File: src/sv/assert_macros.svh
// assertion macros used by the channel activity ranker
`ifndef ASSERT_MACROS_SVH
`define ASSERT_MACROS_SVH

// implication checked at every rising clock edge outside reset
`define CAR_ASSERT_IMPL(label, clk, rst, ante, cons, msg) \
   label: assert property (@(posedge clk) disable iff (rst) (ante) |-> (cons)) \
      else $error(msg);

// consequent checked in the cycle after the antecedent
`define CAR_ASSERT_NEXT(label, clk, rst, ante, cons, msg) \
   label: assert property (@(posedge clk) disable iff (rst) (ante) |=> (cons)) \
      else $error(msg);

`endif

File: src/sv/car_pkg.sv
// types, constants and codes of the channel activity ranker
package car_pkg;

   localparam int CHANNELS    = 16;
   localparam int TOP_SLOTS   = 4;
   localparam int RANK_FIELDS = 4;
   localparam int FILL_SLOTS  = (TOP_SLOTS < RANK_FIELDS) ? TOP_SLOTS : RANK_FIELDS;
   localparam int CH_W        = $clog2(CHANNELS);

   typedef logic [CH_W-1:0] ch_idx_type;
   typedef logic [23:0]     act_type;
   typedef logic [31:0]     word_type;
   typedef logic [4:0]      rank_type;
   typedef logic [1:0]      slot_type;

   localparam act_type  ACT_ONE    = 24'h010000;
   localparam act_type  ACT_MAX    = 24'hFFFFFF;
   localparam rank_type EMPTY_RANK = 5'h1F;

   // item kinds carried on tuser
   typedef enum logic [1:0] {
      REQ_EVENT = 2'd0,
      REQ_DRAIN = 2'd1,
      REQ_DECAY = 2'd2
   } req_kind_type;

   // register indexes (byte address divided by four)
   typedef enum logic [2:0] {
      REG_DISPLAY_MODE   = 3'd0,
      REG_DECAY_FACTOR   = 3'd1,
      REG_ACTIVITY_FLOOR = 3'd2,
      REG_IDLE_MS        = 3'd3,
      REG_DRAIN_MS       = 3'd4
   } reg_idx_type;

   // sequencer states
   typedef enum logic [3:0] {
      ST_IDLE,
      ST_EVENT,
      ST_DRAIN_CHK,
      ST_DRAIN_CH,
      ST_DRAIN_TOT,
      ST_DECAY_MUL,
      ST_DECAY_WR,
      ST_RANK_SCAN,
      ST_RANK_PICK,
      ST_DONE
   } state_type;

endpackage

File: src/sv/channel_activity_ranker.sv
// channel activity ranker: per-channel activity state, drain, decay and top-four ranking
//
// Input items arrive on req_ (tuser: item kind, tdata: channel and time in ms).
// An event adds 1.0 of activity to its channel and bumps its count and the
// total; a drain tick ages idle counts; a decay frame scales every activity.
// Each item returns one result on rsp_ with the top four channels, how many
// slots hold a channel and the running total.
// The block works on one item at a time: req_tready is high only while idle.
// After accept an event updates its channel, a drain tick that is due ages each
// channel and then the total, a decay frame multiplies and writes each channel
// in turn, and an unused kind goes straight on; all then rank, and the ranking
// ends at the first slot that finds no channel. req_tready returns high in the
// cycle after the result is loaded. The single compare unit sweeps all channels
// once per rank slot. The result sits in an output register; if that still holds
// an earlier result and rsp_tready is low, the sequencer holds its finished result
// until the register frees up, and stays not ready. Reset clears all channel state,
// counts and times and loads register defaults. Registers on csr_ are to be written
// only while the block is idle; the block itself does not enforce this.
`include "assert_macros.svh"

module channel_activity_ranker (
   input  logic        clock,
   input  logic        reset,
   input  logic        req_tvalid,
   output logic        req_tready,
   input  logic [39:0] req_tdata,   // channel [3:0], now_ms [35:4], zero fill
   input  logic [1:0]  req_tuser,   // req_type [1:0]
   output logic        rsp_tvalid,
   input  logic        rsp_tready,
   output logic [55:0] rsp_tdata,   // rank_first [4:0], rank_second [9:5],
                                    // rank_third [14:10], rank_fourth [19:15],
                                    // ranked_count [22:20], total_events [54:23]
   input  logic        csr_psel,
   input  logic        csr_penable,
   input  logic        csr_pwrite,
   input  logic [4:0]  csr_paddr,
   input  logic [31:0] csr_pwdata,
   output logic [31:0] csr_prdata,
   output logic        csr_pready
);

   localparam car_pkg::ch_idx_type LAST_CH   = car_pkg::ch_idx_type'(car_pkg::CHANNELS - 1);
   localparam car_pkg::slot_type   LAST_SLOT = car_pkg::slot_type'(car_pkg::FILL_SLOTS - 1);

   // configuration registers
   logic        display_mode_ff;
   logic [15:0] decay_factor_ff;
   logic [15:0] activity_floor_ff;
   logic [19:0] idle_ms_ff;
   logic [16:0] drain_ms_ff;

   // captured item
   logic                chan_ok_ff;
   car_pkg::word_type   now_ff;

   // channel state
   car_pkg::act_type    act_ff  [car_pkg::CHANNELS];
   car_pkg::word_type   cnt_ff  [car_pkg::CHANNELS];
   car_pkg::word_type   stamp_ff[car_pkg::CHANNELS];
   car_pkg::word_type   total_ff;
   car_pkg::word_type   last_any_ff;
   car_pkg::word_type   last_drain_ff;

   // sequencer
   car_pkg::state_type  state_ff, state_in;
   car_pkg::ch_idx_type idx_ff;
   car_pkg::slot_type   slot_ff;
   logic                found_ff;
   logic [car_pkg::CHANNELS-1:0] taken_ff;
   logic [2:0]          ranked_n_ff;
   car_pkg::ch_idx_type best_ff;
   car_pkg::act_type    best_act_ff;
   car_pkg::word_type   best_cnt_ff;
   car_pkg::rank_type   rank_ff[car_pkg::RANK_FIELDS];
   car_pkg::act_type    prod_ff;

   // output register
   logic                rsp_valid_ff;
   logic [55:0]         rsp_data_ff;

   logic                req_acc;
   logic                csr_wr;
   logic [2:0]          reg_sel;
   logic                out_free;
   car_pkg::act_type    cur_act;
   car_pkg::word_type   cur_cnt;
   car_pkg::word_type   stamp_sel;
   car_pkg::word_type   limit_sel;
   car_pkg::word_type   elapsed;
   logic                elapsed_ge;
   logic [24:0]         act_sum;
   logic [39:0]         product;
   logic                eligible;
   logic                better;

   assign req_acc    = req_tvalid & req_tready;
   assign csr_wr     = csr_psel & csr_penable & csr_pwrite;
   assign reg_sel    = csr_paddr[4:2];
   assign csr_pready = 1'b1;
   assign out_free   = ~rsp_valid_ff | rsp_tready;
   assign rsp_tvalid = rsp_valid_ff;
   assign rsp_tdata  = rsp_data_ff;

   // register writes
   always_ff @(posedge clock) begin
      if (reset) begin
         display_mode_ff   <= 1'b0;
         decay_factor_ff   <= 16'd65506;
         activity_floor_ff <= 16'd131;
         idle_ms_ff        <= 20'd20000;
         drain_ms_ff       <= 17'd250;
      end else if (csr_wr) begin
         unique case (reg_sel)
            car_pkg::REG_DISPLAY_MODE:   display_mode_ff   <= csr_pwdata[0];
            car_pkg::REG_DECAY_FACTOR:   decay_factor_ff   <= csr_pwdata[15:0];
            car_pkg::REG_ACTIVITY_FLOOR: activity_floor_ff <= csr_pwdata[15:0];
            car_pkg::REG_IDLE_MS:        idle_ms_ff        <= csr_pwdata[19:0];
            car_pkg::REG_DRAIN_MS:       drain_ms_ff       <= csr_pwdata[16:0];
            default: ;
         endcase
      end
   end

   // register reads
   always_comb begin
      unique case (reg_sel)
         car_pkg::REG_DISPLAY_MODE:   csr_prdata = {31'd0, display_mode_ff};
         car_pkg::REG_DECAY_FACTOR:   csr_prdata = {16'd0, decay_factor_ff};
         car_pkg::REG_ACTIVITY_FLOOR: csr_prdata = {16'd0, activity_floor_ff};
         car_pkg::REG_IDLE_MS:        csr_prdata = {12'd0, idle_ms_ff};
         car_pkg::REG_DRAIN_MS:       csr_prdata = {15'd0, drain_ms_ff};
         default:                     csr_prdata = 32'd0;
      endcase
   end

   // item capture
   always_ff @(posedge clock) begin
      if (req_acc) begin
         chan_ok_ff  <= ({28'd0, req_tdata[3:0]} < 32'(car_pkg::CHANNELS));
         now_ff      <= req_tdata[35:4];
      end
   end

   // entry at the sweep index
   assign cur_act = act_ff[idx_ff];
   assign cur_cnt = cnt_ff[idx_ff];

   // shared elapsed-time unit: one subtract and one compare
   always_comb begin
      unique case (state_ff)
         car_pkg::ST_DRAIN_CHK: begin
            stamp_sel = last_drain_ff;
            limit_sel = {15'd0, drain_ms_ff};
         end
         car_pkg::ST_DRAIN_CH: begin
            stamp_sel = stamp_ff[idx_ff];
            limit_sel = {12'd0, idle_ms_ff};
         end
         default: begin
            stamp_sel = last_any_ff;
            limit_sel = {12'd0, idle_ms_ff};
         end
      endcase
   end
   assign elapsed    = now_ff - stamp_sel;
   assign elapsed_ge = (elapsed >= limit_sel);

   // event add and decay multiply
   assign act_sum = {1'b0, cur_act} + {1'b0, car_pkg::ACT_ONE};
   assign product = 40'(cur_act) * 40'(decay_factor_ff);

   // rank compare unit
   assign eligible = ~taken_ff[idx_ff] &
                     (display_mode_ff ? (cur_act != '0) : (cur_cnt != '0));
   assign better   = eligible &
                     (~found_ff | (cur_act > best_act_ff) |
                      (~display_mode_ff & (cur_act == best_act_ff) & (cur_cnt > best_cnt_ff)));

   // state register
   always_ff @(posedge clock) begin
      if (reset) begin
         state_ff <= car_pkg::ST_IDLE;
      end else begin
         state_ff <= state_in;
      end
   end

   // next state and handshake
   always_comb begin
      state_in   = state_ff;
      req_tready = 1'b0;
      unique case (state_ff)
         car_pkg::ST_IDLE: begin
            req_tready = 1'b1;
            if (req_tvalid) begin
               unique case (req_tuser)
                  car_pkg::REQ_EVENT: state_in = car_pkg::ST_EVENT;
                  car_pkg::REQ_DRAIN: state_in = car_pkg::ST_DRAIN_CHK;
                  car_pkg::REQ_DECAY: state_in = car_pkg::ST_DECAY_MUL;
                  default:            state_in = car_pkg::ST_RANK_SCAN;
               endcase
            end
         end
         car_pkg::ST_EVENT:     state_in = car_pkg::ST_RANK_SCAN;
         car_pkg::ST_DRAIN_CHK: state_in = elapsed_ge ? car_pkg::ST_DRAIN_CH
                                                      : car_pkg::ST_RANK_SCAN;
         car_pkg::ST_DRAIN_CH: begin
            if (idx_ff == LAST_CH) state_in = car_pkg::ST_DRAIN_TOT;
         end
         car_pkg::ST_DRAIN_TOT: state_in = car_pkg::ST_RANK_SCAN;
         car_pkg::ST_DECAY_MUL: state_in = car_pkg::ST_DECAY_WR;
         car_pkg::ST_DECAY_WR: begin
            state_in = (idx_ff == LAST_CH) ? car_pkg::ST_RANK_SCAN : car_pkg::ST_DECAY_MUL;
         end
         car_pkg::ST_RANK_SCAN: begin
            if (idx_ff == LAST_CH) state_in = car_pkg::ST_RANK_PICK;
         end
         car_pkg::ST_RANK_PICK: begin
            state_in = (~found_ff || slot_ff == LAST_SLOT) ? car_pkg::ST_DONE
                                                          : car_pkg::ST_RANK_SCAN;
         end
         car_pkg::ST_DONE: begin
            if (out_free) state_in = car_pkg::ST_IDLE;
         end
      endcase
   end

   // channel state updates
   always_ff @(posedge clock) begin
      if (reset) begin
         for (int c = 0; c < car_pkg::CHANNELS; c++) begin
            act_ff[c]   <= '0;
            cnt_ff[c]   <= '0;
            stamp_ff[c] <= '0;
         end
         total_ff      <= '0;
         last_any_ff   <= '0;
         last_drain_ff <= '0;
      end else begin
         unique case (state_ff)
            car_pkg::ST_EVENT: begin
               if (chan_ok_ff) begin
                  act_ff[idx_ff]   <= act_sum[24] ? car_pkg::ACT_MAX : act_sum[23:0];
                  if (cur_cnt != '1) cnt_ff[idx_ff] <= cur_cnt + 32'd1;
                  stamp_ff[idx_ff] <= now_ff;
                  if (total_ff != '1) total_ff <= total_ff + 32'd1;
                  last_any_ff      <= now_ff;
               end
            end
            car_pkg::ST_DRAIN_CHK: begin
               if (elapsed_ge) last_drain_ff <= now_ff;
            end
            car_pkg::ST_DRAIN_CH: begin
               if (cur_cnt != '0 && elapsed_ge) cnt_ff[idx_ff] <= cur_cnt - 32'd1;
            end
            car_pkg::ST_DRAIN_TOT: begin
               if (total_ff != '0 && elapsed_ge) total_ff <= total_ff - 32'd1;
            end
            car_pkg::ST_DECAY_WR: begin
               act_ff[idx_ff] <= (prod_ff < {8'd0, activity_floor_ff}) ? '0 : prod_ff;
            end
            default: ;
         endcase
      end
   end

   // decay product register
   always_ff @(posedge clock) begin
      if (state_ff == car_pkg::ST_DECAY_MUL) prod_ff <= product[39:16];
   end

   // sweep index, slot and rank control
   always_ff @(posedge clock) begin
      if (reset) begin
         idx_ff      <= '0;
         slot_ff     <= '0;
         found_ff    <= 1'b0;
         taken_ff    <= '0;
         ranked_n_ff <= '0;
      end else begin
         unique case (state_ff)
            car_pkg::ST_IDLE: begin
               if (req_acc) begin
                  idx_ff      <= (req_tuser == car_pkg::REQ_EVENT)
                                 ? car_pkg::ch_idx_type'(req_tdata[3:0]) : '0;
                  slot_ff     <= '0;
                  found_ff    <= 1'b0;
                  taken_ff    <= '0;
                  ranked_n_ff <= '0;
               end
            end
            car_pkg::ST_EVENT: idx_ff <= '0;
            car_pkg::ST_DRAIN_CH, car_pkg::ST_DECAY_WR: begin
               idx_ff <= (idx_ff == LAST_CH) ? '0 : idx_ff + 1'b1;
            end
            car_pkg::ST_RANK_SCAN: begin
               idx_ff <= (idx_ff == LAST_CH) ? '0 : idx_ff + 1'b1;
               if (better) found_ff <= 1'b1;
            end
            car_pkg::ST_RANK_PICK: begin
               if (found_ff) begin
                  taken_ff[best_ff] <= 1'b1;
                  ranked_n_ff       <= ranked_n_ff + 3'd1;
               end
               slot_ff  <= slot_ff + 1'b1;
               found_ff <= 1'b0;
            end
            default: ;
         endcase
      end
   end

   // best candidate and rank slots
   always_ff @(posedge clock) begin
      if (state_ff == car_pkg::ST_IDLE && req_acc) begin
         for (int s = 0; s < car_pkg::RANK_FIELDS; s++) rank_ff[s] <= car_pkg::EMPTY_RANK;
      end
      if (state_ff == car_pkg::ST_RANK_SCAN && better) begin
         best_ff     <= idx_ff;
         best_act_ff <= cur_act;
         best_cnt_ff <= cur_cnt;
      end
      if (state_ff == car_pkg::ST_RANK_PICK && found_ff) begin
         rank_ff[slot_ff] <= car_pkg::rank_type'(best_ff);
      end
   end

   // output register
   always_ff @(posedge clock) begin
      if (reset) begin
         rsp_valid_ff <= 1'b0;
      end else if (state_ff == car_pkg::ST_DONE && out_free) begin
         rsp_valid_ff <= 1'b1;
      end else if (rsp_tready) begin
         rsp_valid_ff <= 1'b0;
      end
   end

   always_ff @(posedge clock) begin
      if (state_ff == car_pkg::ST_DONE && out_free) begin
         rsp_data_ff <= {1'b0, total_ff, ranked_n_ff,
                         rank_ff[3], rank_ff[2], rank_ff[1], rank_ff[0]};
      end
   end

   // checks
   `CAR_ASSERT_IMPL(a_count_bound, clock, reset, rsp_valid_ff,
      rsp_data_ff[22:20] <= 3'(car_pkg::FILL_SLOTS), "ranked count above slot count")
   `CAR_ASSERT_IMPL(a_last_slot_empty, clock, reset,
      rsp_valid_ff && rsp_data_ff[22:20] != 3'd4,
      rsp_data_ff[19:15] == car_pkg::EMPTY_RANK, "fourth slot filled with short ranking")
   `CAR_ASSERT_NEXT(a_busy_after_accept, clock, reset, req_acc, !req_tready,
      "ready while an item is in work")
   `CAR_ASSERT_NEXT(a_total_step, clock, reset, 1'b1,
      total_ff == $past(total_ff) || total_ff == $past(total_ff) + 32'd1 ||
      total_ff == $past(total_ff) - 32'd1,
      "total moved by more than one")

endmodule

File: config.mk
export PLATFORM = sky130hd
export DESIGN_NAME = channel_activity_ranker
export DESIGN_NICKNAME = d
export VERILOG_FILES = /design/src/sv/car_pkg.sv /design/src/sv/channel_activity_ranker.sv
export VERILOG_INCLUDE_DIRS = /design/src /design/src/sv
export SDC_FILE = /design/constraint.sdc
export NUM_CORES = 2
export LEC_CHECK = 0
export ABC_AREA = 1
export BUFFER_PORTS_ARGS = -buffer_cell sky130_fd_sc_hd__clkbuf_2
export CORE_UTILIZATION = 62
export CTS_CLUSTER_DIAMETER = 200
export DETAILED_ROUTE_END_ITERATION = 16
export PLACE_DENSITY = 0.82
export SLEW_MARGIN = 10
export SYNTH_ARGS = -nofsm -noshare
export SYNTH_HDL_FRONTEND = slang
export SYNTH_SLANG_ARGS = --single-unit
File: constraint.sdc
create_clock -name clock -period 10.9 [get_ports clock]
set_input_delay 3.27 -clock clock [delete_from_list [all_inputs] [get_ports clock]]
set_output_delay 3.27 -clock clock [all_outputs]
set_load 0.01 [all_outputs]
==> metrics.sh <==
SYNTH-COMPOUND-AREA-SHARE=0.1235
FINALSETUPTNS_NS=0
CTS_HOLD_BUFFERS=0
TIMING.FINAL.SETUP_VIOLATIONS=0
MAX-SLEW-MARGIN-REL=0.1106
CLOCK_LATENCY_NS=0.84
AREA_GROWTH_PCT=7.594
GLOBALROUTETOTALUTIL=0.3648
YOSYS.AREA_SHARE.ADDER=0.1024
TRITONCTS.NUM_BUFFERS=180
INITIAL_UTILIZATION=0.6265
PLACED_INSTANCES=11620
CLOCKBUFFERDEPTH=3
CORE_REGION_AREA_UM2=154400
AVGVIACOUNTPERCELL=6.445
WORSTPATHMAXFANOUT=247
FLOORPLAN.DIE_AREA_UM2=157600
SYN_INST=9957
YOSYS.AREA_SHARE.SIMPLE=0.1642
POST-ROUTE-MIN-PERIOD_NS=10.23
GRT_MAX_DEGREE=248
GRT_PASS1_VIAS=75150
SYNTHESIS.AREA_UM2=96730
POST-CTS-SETUP-BUFFERS=0
FLOORPLAN.ROWS=144
DRC=22
YOSYSUNIQUECELLTYPES=68
SYNTHESIS.AREA_PER_INSTANCE_UM2=9.715
YOSYSWARNINGS=0
TOTALWIRELENGTH_UM=290900
FINALCRITPERIODSHARE=0.9387
POST_LAYOUT_NONFILLER_INSTANCES=11950
SYNTHXORXNORAREAFRAC=0.009132
R2R.WORST_PATH.CELLS=34
WORST_HOLD_SLACK_NS=0.4175
VIA_COUNT=77040
FINAL_ESTIMATED_ROUTING_CONGESTION_IN_GLOBAL_PLACEMENT=0.9539
CLOCK-ROOT-BUFFER='sky130_fd_sc_hd__clkbuf_16'
MOSTFREQUENTLAYOUTCELLS='sky130_fd_sc_hd__nor2_1 (2504), sky130_fd_sc_hd__edfxtp_1 (1599), sky130_fd_sc_hd__nand2_1 (1035)'
WORST_SLEW_PIN_SLEW_NS=1.329
GLOBAL_ROUTE_WIRE_LENGTH_BEFORE_REPAIR_UM=437200
GRT_SETUP_UNREPAIRED='no'
ANT_NETS=0
LAYOUT.CELLS.MOST_COMMON='sky130_fd_sc_hd__nor2_1'
SYNTH-SEQ-AREA-SHARE=0.5380
VERTICAL_DIE_DIMENSION_UM=397.0
HORIZONTAL_EXTENT_OF_THE_DIE_UM=397.0
WORST_R2R_ENDPOINT='cnt_ff[2][22]'
CTSHTREEMAXLEVEL=4
DP.FINAL_HPWL_UM=177900
NUMBER_OF_MAXIMUM_CAPACITANCE_VIOLATIONS=0
PORTBUFFERS=144
SYNTH.MUX.AREA_FRACTION=0
POSTSYNTHREGISTERBITS=1800
MIN_FROM='rank_ff[0][1]'
MAX_FREQ_MHz=97.74
WORST_PATH_MAX_DELAY_CELL='sky130_fd_sc_hd__a221oi_1'
CRITPATHKIND='flip-flop to flip-flop'
FINAL_NET_COUNT=10450
GRT_OVERFLOW_TOTAL=0
CP_DATA_ARRIVAL_TIME_NS=10.77
ROUTED_LENGTH_PER_INSTANCE_UM=24.33
ASYNC_RESET_FF_FRAC=0
LAYOUT-DRIVE-GT1-SHARE=0.07165
FF2FF_SETUP_SLACK_NS=0.67
FAILED_CHECKS='DRC'
HOLD_CLASS='flip-flop to flip-flop'
CTS.REPORTEDPATHS.CLKPINSLEW_NS=0.06
IO_PINS=177
MAIN_COMBINATIONAL_CELL_FAMILY_BY_AREA_AFTER_SYNTHESIS='simple AND/OR/NAND/NOR gates'
CRITICAL_PATH.MAX_STAGE_DELAY_NS=1.07
STATUS='finished, violations left'
ANTENNA_FOUND_INITIAL=7
WORST_HOLD_PATH_EP='rsp_tdata[1]'
CRITICAL_PATH.STARTPOINT_TYPE='flip-flop'
DRT_FIRST_ITER_VIOLATIONS=10830
HOLD_PATH_DEPTH=0
FIRSTDRTPASSITERS=13
FINAL_HOLD_VIOL_COUNT=0
SYNTH_FLOP_CELL='sky130_fd_sc_hd__edfxtp_1'
CTS_TREE='yes'
SLEW_VIOL_FINAL=0
CP_DATA_REQUIRED_TIME_NS=11.44
FINCLKSKEW_NS=0.05476
CRITICAL_PATH.ENDPOINT_TYPE='flip-flop'
SYNTH-EDFF-COUNT=1599
CTS.SINKS=1800
layer usage:
metal  routed length, um  share of wire  up-vias  track usage
li1                    -              -    33540            -
met4               14610          0.050       14       0.1694
met3               42510           0.15     1113       0.1003
met1              103200           0.35    36620       0.4821
met5                  99        0.00034        -            0
met2              130400           0.45     5755       0.5624
through the flow:
step / instance area, um^2 / utilization / setup slack (ns)
final: 104100 / 0.6740 / 0.6685
after global routing: 104100 / 0.6740 / 0.07238
after CTS: 104000 / 0.6737 / 0.9879
after detailed placement: 98130 / 0.6356 / 1.084
after global placement: 98130 / 0.6356 / 1.152
after floorplan: 96770 / - / 1.679
layout make-up:
class | count | area, um^2
repair buffers | 284 | 1847
fillers | 11350 | 50330
well taps | 2044 | 2557
flip-flops and latches | 1800 | 52050
multi-input cells | 6749 | 38890
diodes | 1 | 2.502
inverters | 742 | 2821
clock inverters | 86 | 915.9
clock buffers | 248 | 4982
logic make-up after synthesis:
| group | after synthesis |
|---|---|
| xor gates and xnor gates | 100 |
| DFF | 1800 |
| AOI/OAI and AO/OA | 2010 |
| other | 2 |
| buffers and inverters | 1420 |
| adders and majority gates | 607 |
| and+or+nand+nor | 4018 |
how the worst max path moves through the flow:
stage                                end  cells after the start        from
after floorplan             rsp_tdata[0]                      2  rsp_tready
after global placement    cnt_ff[14][16]                     34   flip-flop
after detailed placement  cnt_ff[11][16]                     32   flip-flop
after CTS                  cnt_ff[6][16]                     34   flip-flop
after global routing       cnt_ff[2][22]                     36   flip-flop
final                      cnt_ff[2][22]                     34   flip-flop
critical path, delay by kind of cell (launching register included):
kind / cells / cell delay [ns]
AO/OA/AOI/OAI: 15 / 4.18
XOR/XNOR: 1 / 0.18
adder cells (fa/ha/maj): 3 / 1.40
buffers and inverters: 3 / 0.99
flip-flops: 1 / 0.72
AND/OR/NAND/NOR: 12 / 2.32
state kept, by name (all words and copies together) (netlist names), 3 cells and up, named ones only:
register and cells:
best_ff 4, now_ff 32, prod_ff 24, rsp_tdata 55, drain_ms_ff 17, best_act_ff 24
idle_ms_ff 20, stamp_ff 512, rank_ff 20, total_ff 32, taken_ff 16, cnt_ff 512
state_ff 4, idx_ff 4, last_drain_ff 32, decay_factor_ff 16, act_ff 384, last_any_ff 32
ranked_n_ff 3, best_cnt_ff 32, activity_floor_ff 16
synthesized netlist by cell type (5+ instances only):
cell type | count | area [um^2]
sky130_fd_sc_hd__nor2_1 | 2510 | 9422
sky130_fd_sc_hd__edfxtp_1 | 1599 | 48020
sky130_fd_sc_hd__nand2_1 | 1085 | 4073
sky130_fd_sc_hd__o21ai_0 | 864 | 4324
sky130_fd_sc_hd__inv_1 | 694 | 2605
sky130_fd_sc_hd__a21oi_1 | 502 | 2512
sky130_fd_sc_hd__clkbuf_1 | 412 | 1546
sky130_fd_sc_hd__fa_1 | 308 | 6166
sky130_fd_sc_hd__ha_1 | 299 | 3741
sky130_fd_sc_hd__nand3_1 | 237 | 1186
sky130_fd_sc_hd__dfxtp_1 | 201 | 4024
sky130_fd_sc_hd__o211ai_1 | 176 | 1321
sky130_fd_sc_hd__o221ai_1 | 171 | 1498
sky130_fd_sc_hd__buf_2 | 122 | 610.6
sky130_fd_sc_hd__o22ai_1 | 62 | 387.9
sky130_fd_sc_hd__nand4_1 | 60 | 375.4
sky130_fd_sc_hd__buf_4 | 54 | 405.4
sky130_fd_sc_hd__xor2_1 | 54 | 473.0
sky130_fd_sc_hd__o21ai_1 | 52 | 260.3
sky130_fd_sc_hd__buf_6 | 50 | 563.0
sky130_fd_sc_hd__xnor2_1 | 45 | 394.1
sky130_fd_sc_hd__nor3_1 | 44 | 220.2
sky130_fd_sc_hd__buf_1 | 40 | 150.1
sky130_fd_sc_hd__a221oi_1 | 38 | 332.8
sky130_fd_sc_hd__clkinv_1 | 35 | 131.4
sky130_fd_sc_hd__nor4_1 | 26 | 162.7
sky130_fd_sc_hd__a31oi_1 | 19 | 118.9
sky130_fd_sc_hd__o21a_1 | 19 | 142.6
sky130_fd_sc_hd__a32o_1 | 16 | 160.2
sky130_fd_sc_hd__o2111ai_1 | 16 | 140.1
sky130_fd_sc_hd__nand2_4 | 13 | 146.4
sky130_fd_sc_hd__nor2_2 | 13 | 81.33
sky130_fd_sc_hd__inv_2 | 12 | 45.04
sky130_fd_sc_hd__a21o_1 | 11 | 82.58
sky130_fd_sc_hd__a21oi_2 | 10 | 87.58
sky130_fd_sc_hd__o21bai_1 | 10 | 75.07
sky130_fd_sc_hd__nand3b_1 | 9 | 67.56
sky130_fd_sc_hd__a211oi_1 | 7 | 52.55
sky130_fd_sc_hd__a31oi_4 | 7 | 148.9
sky130_fd_sc_hd__nand2_2 | 7 | 43.79
sky130_fd_sc_hd__o21ai_2 | 5 | 43.79
what timing repair did:
| action | CTS | global route |
|---|---|---|
| setup endpoints to repair | 0 | 28 |
| endpoints found under the hold margin | 0 | 0 |
| resized for setup | 0 | 2 |
Power is not shown: default switching activity piles up to over one toggle a cycle in this logic, so the estimate is an artifact.
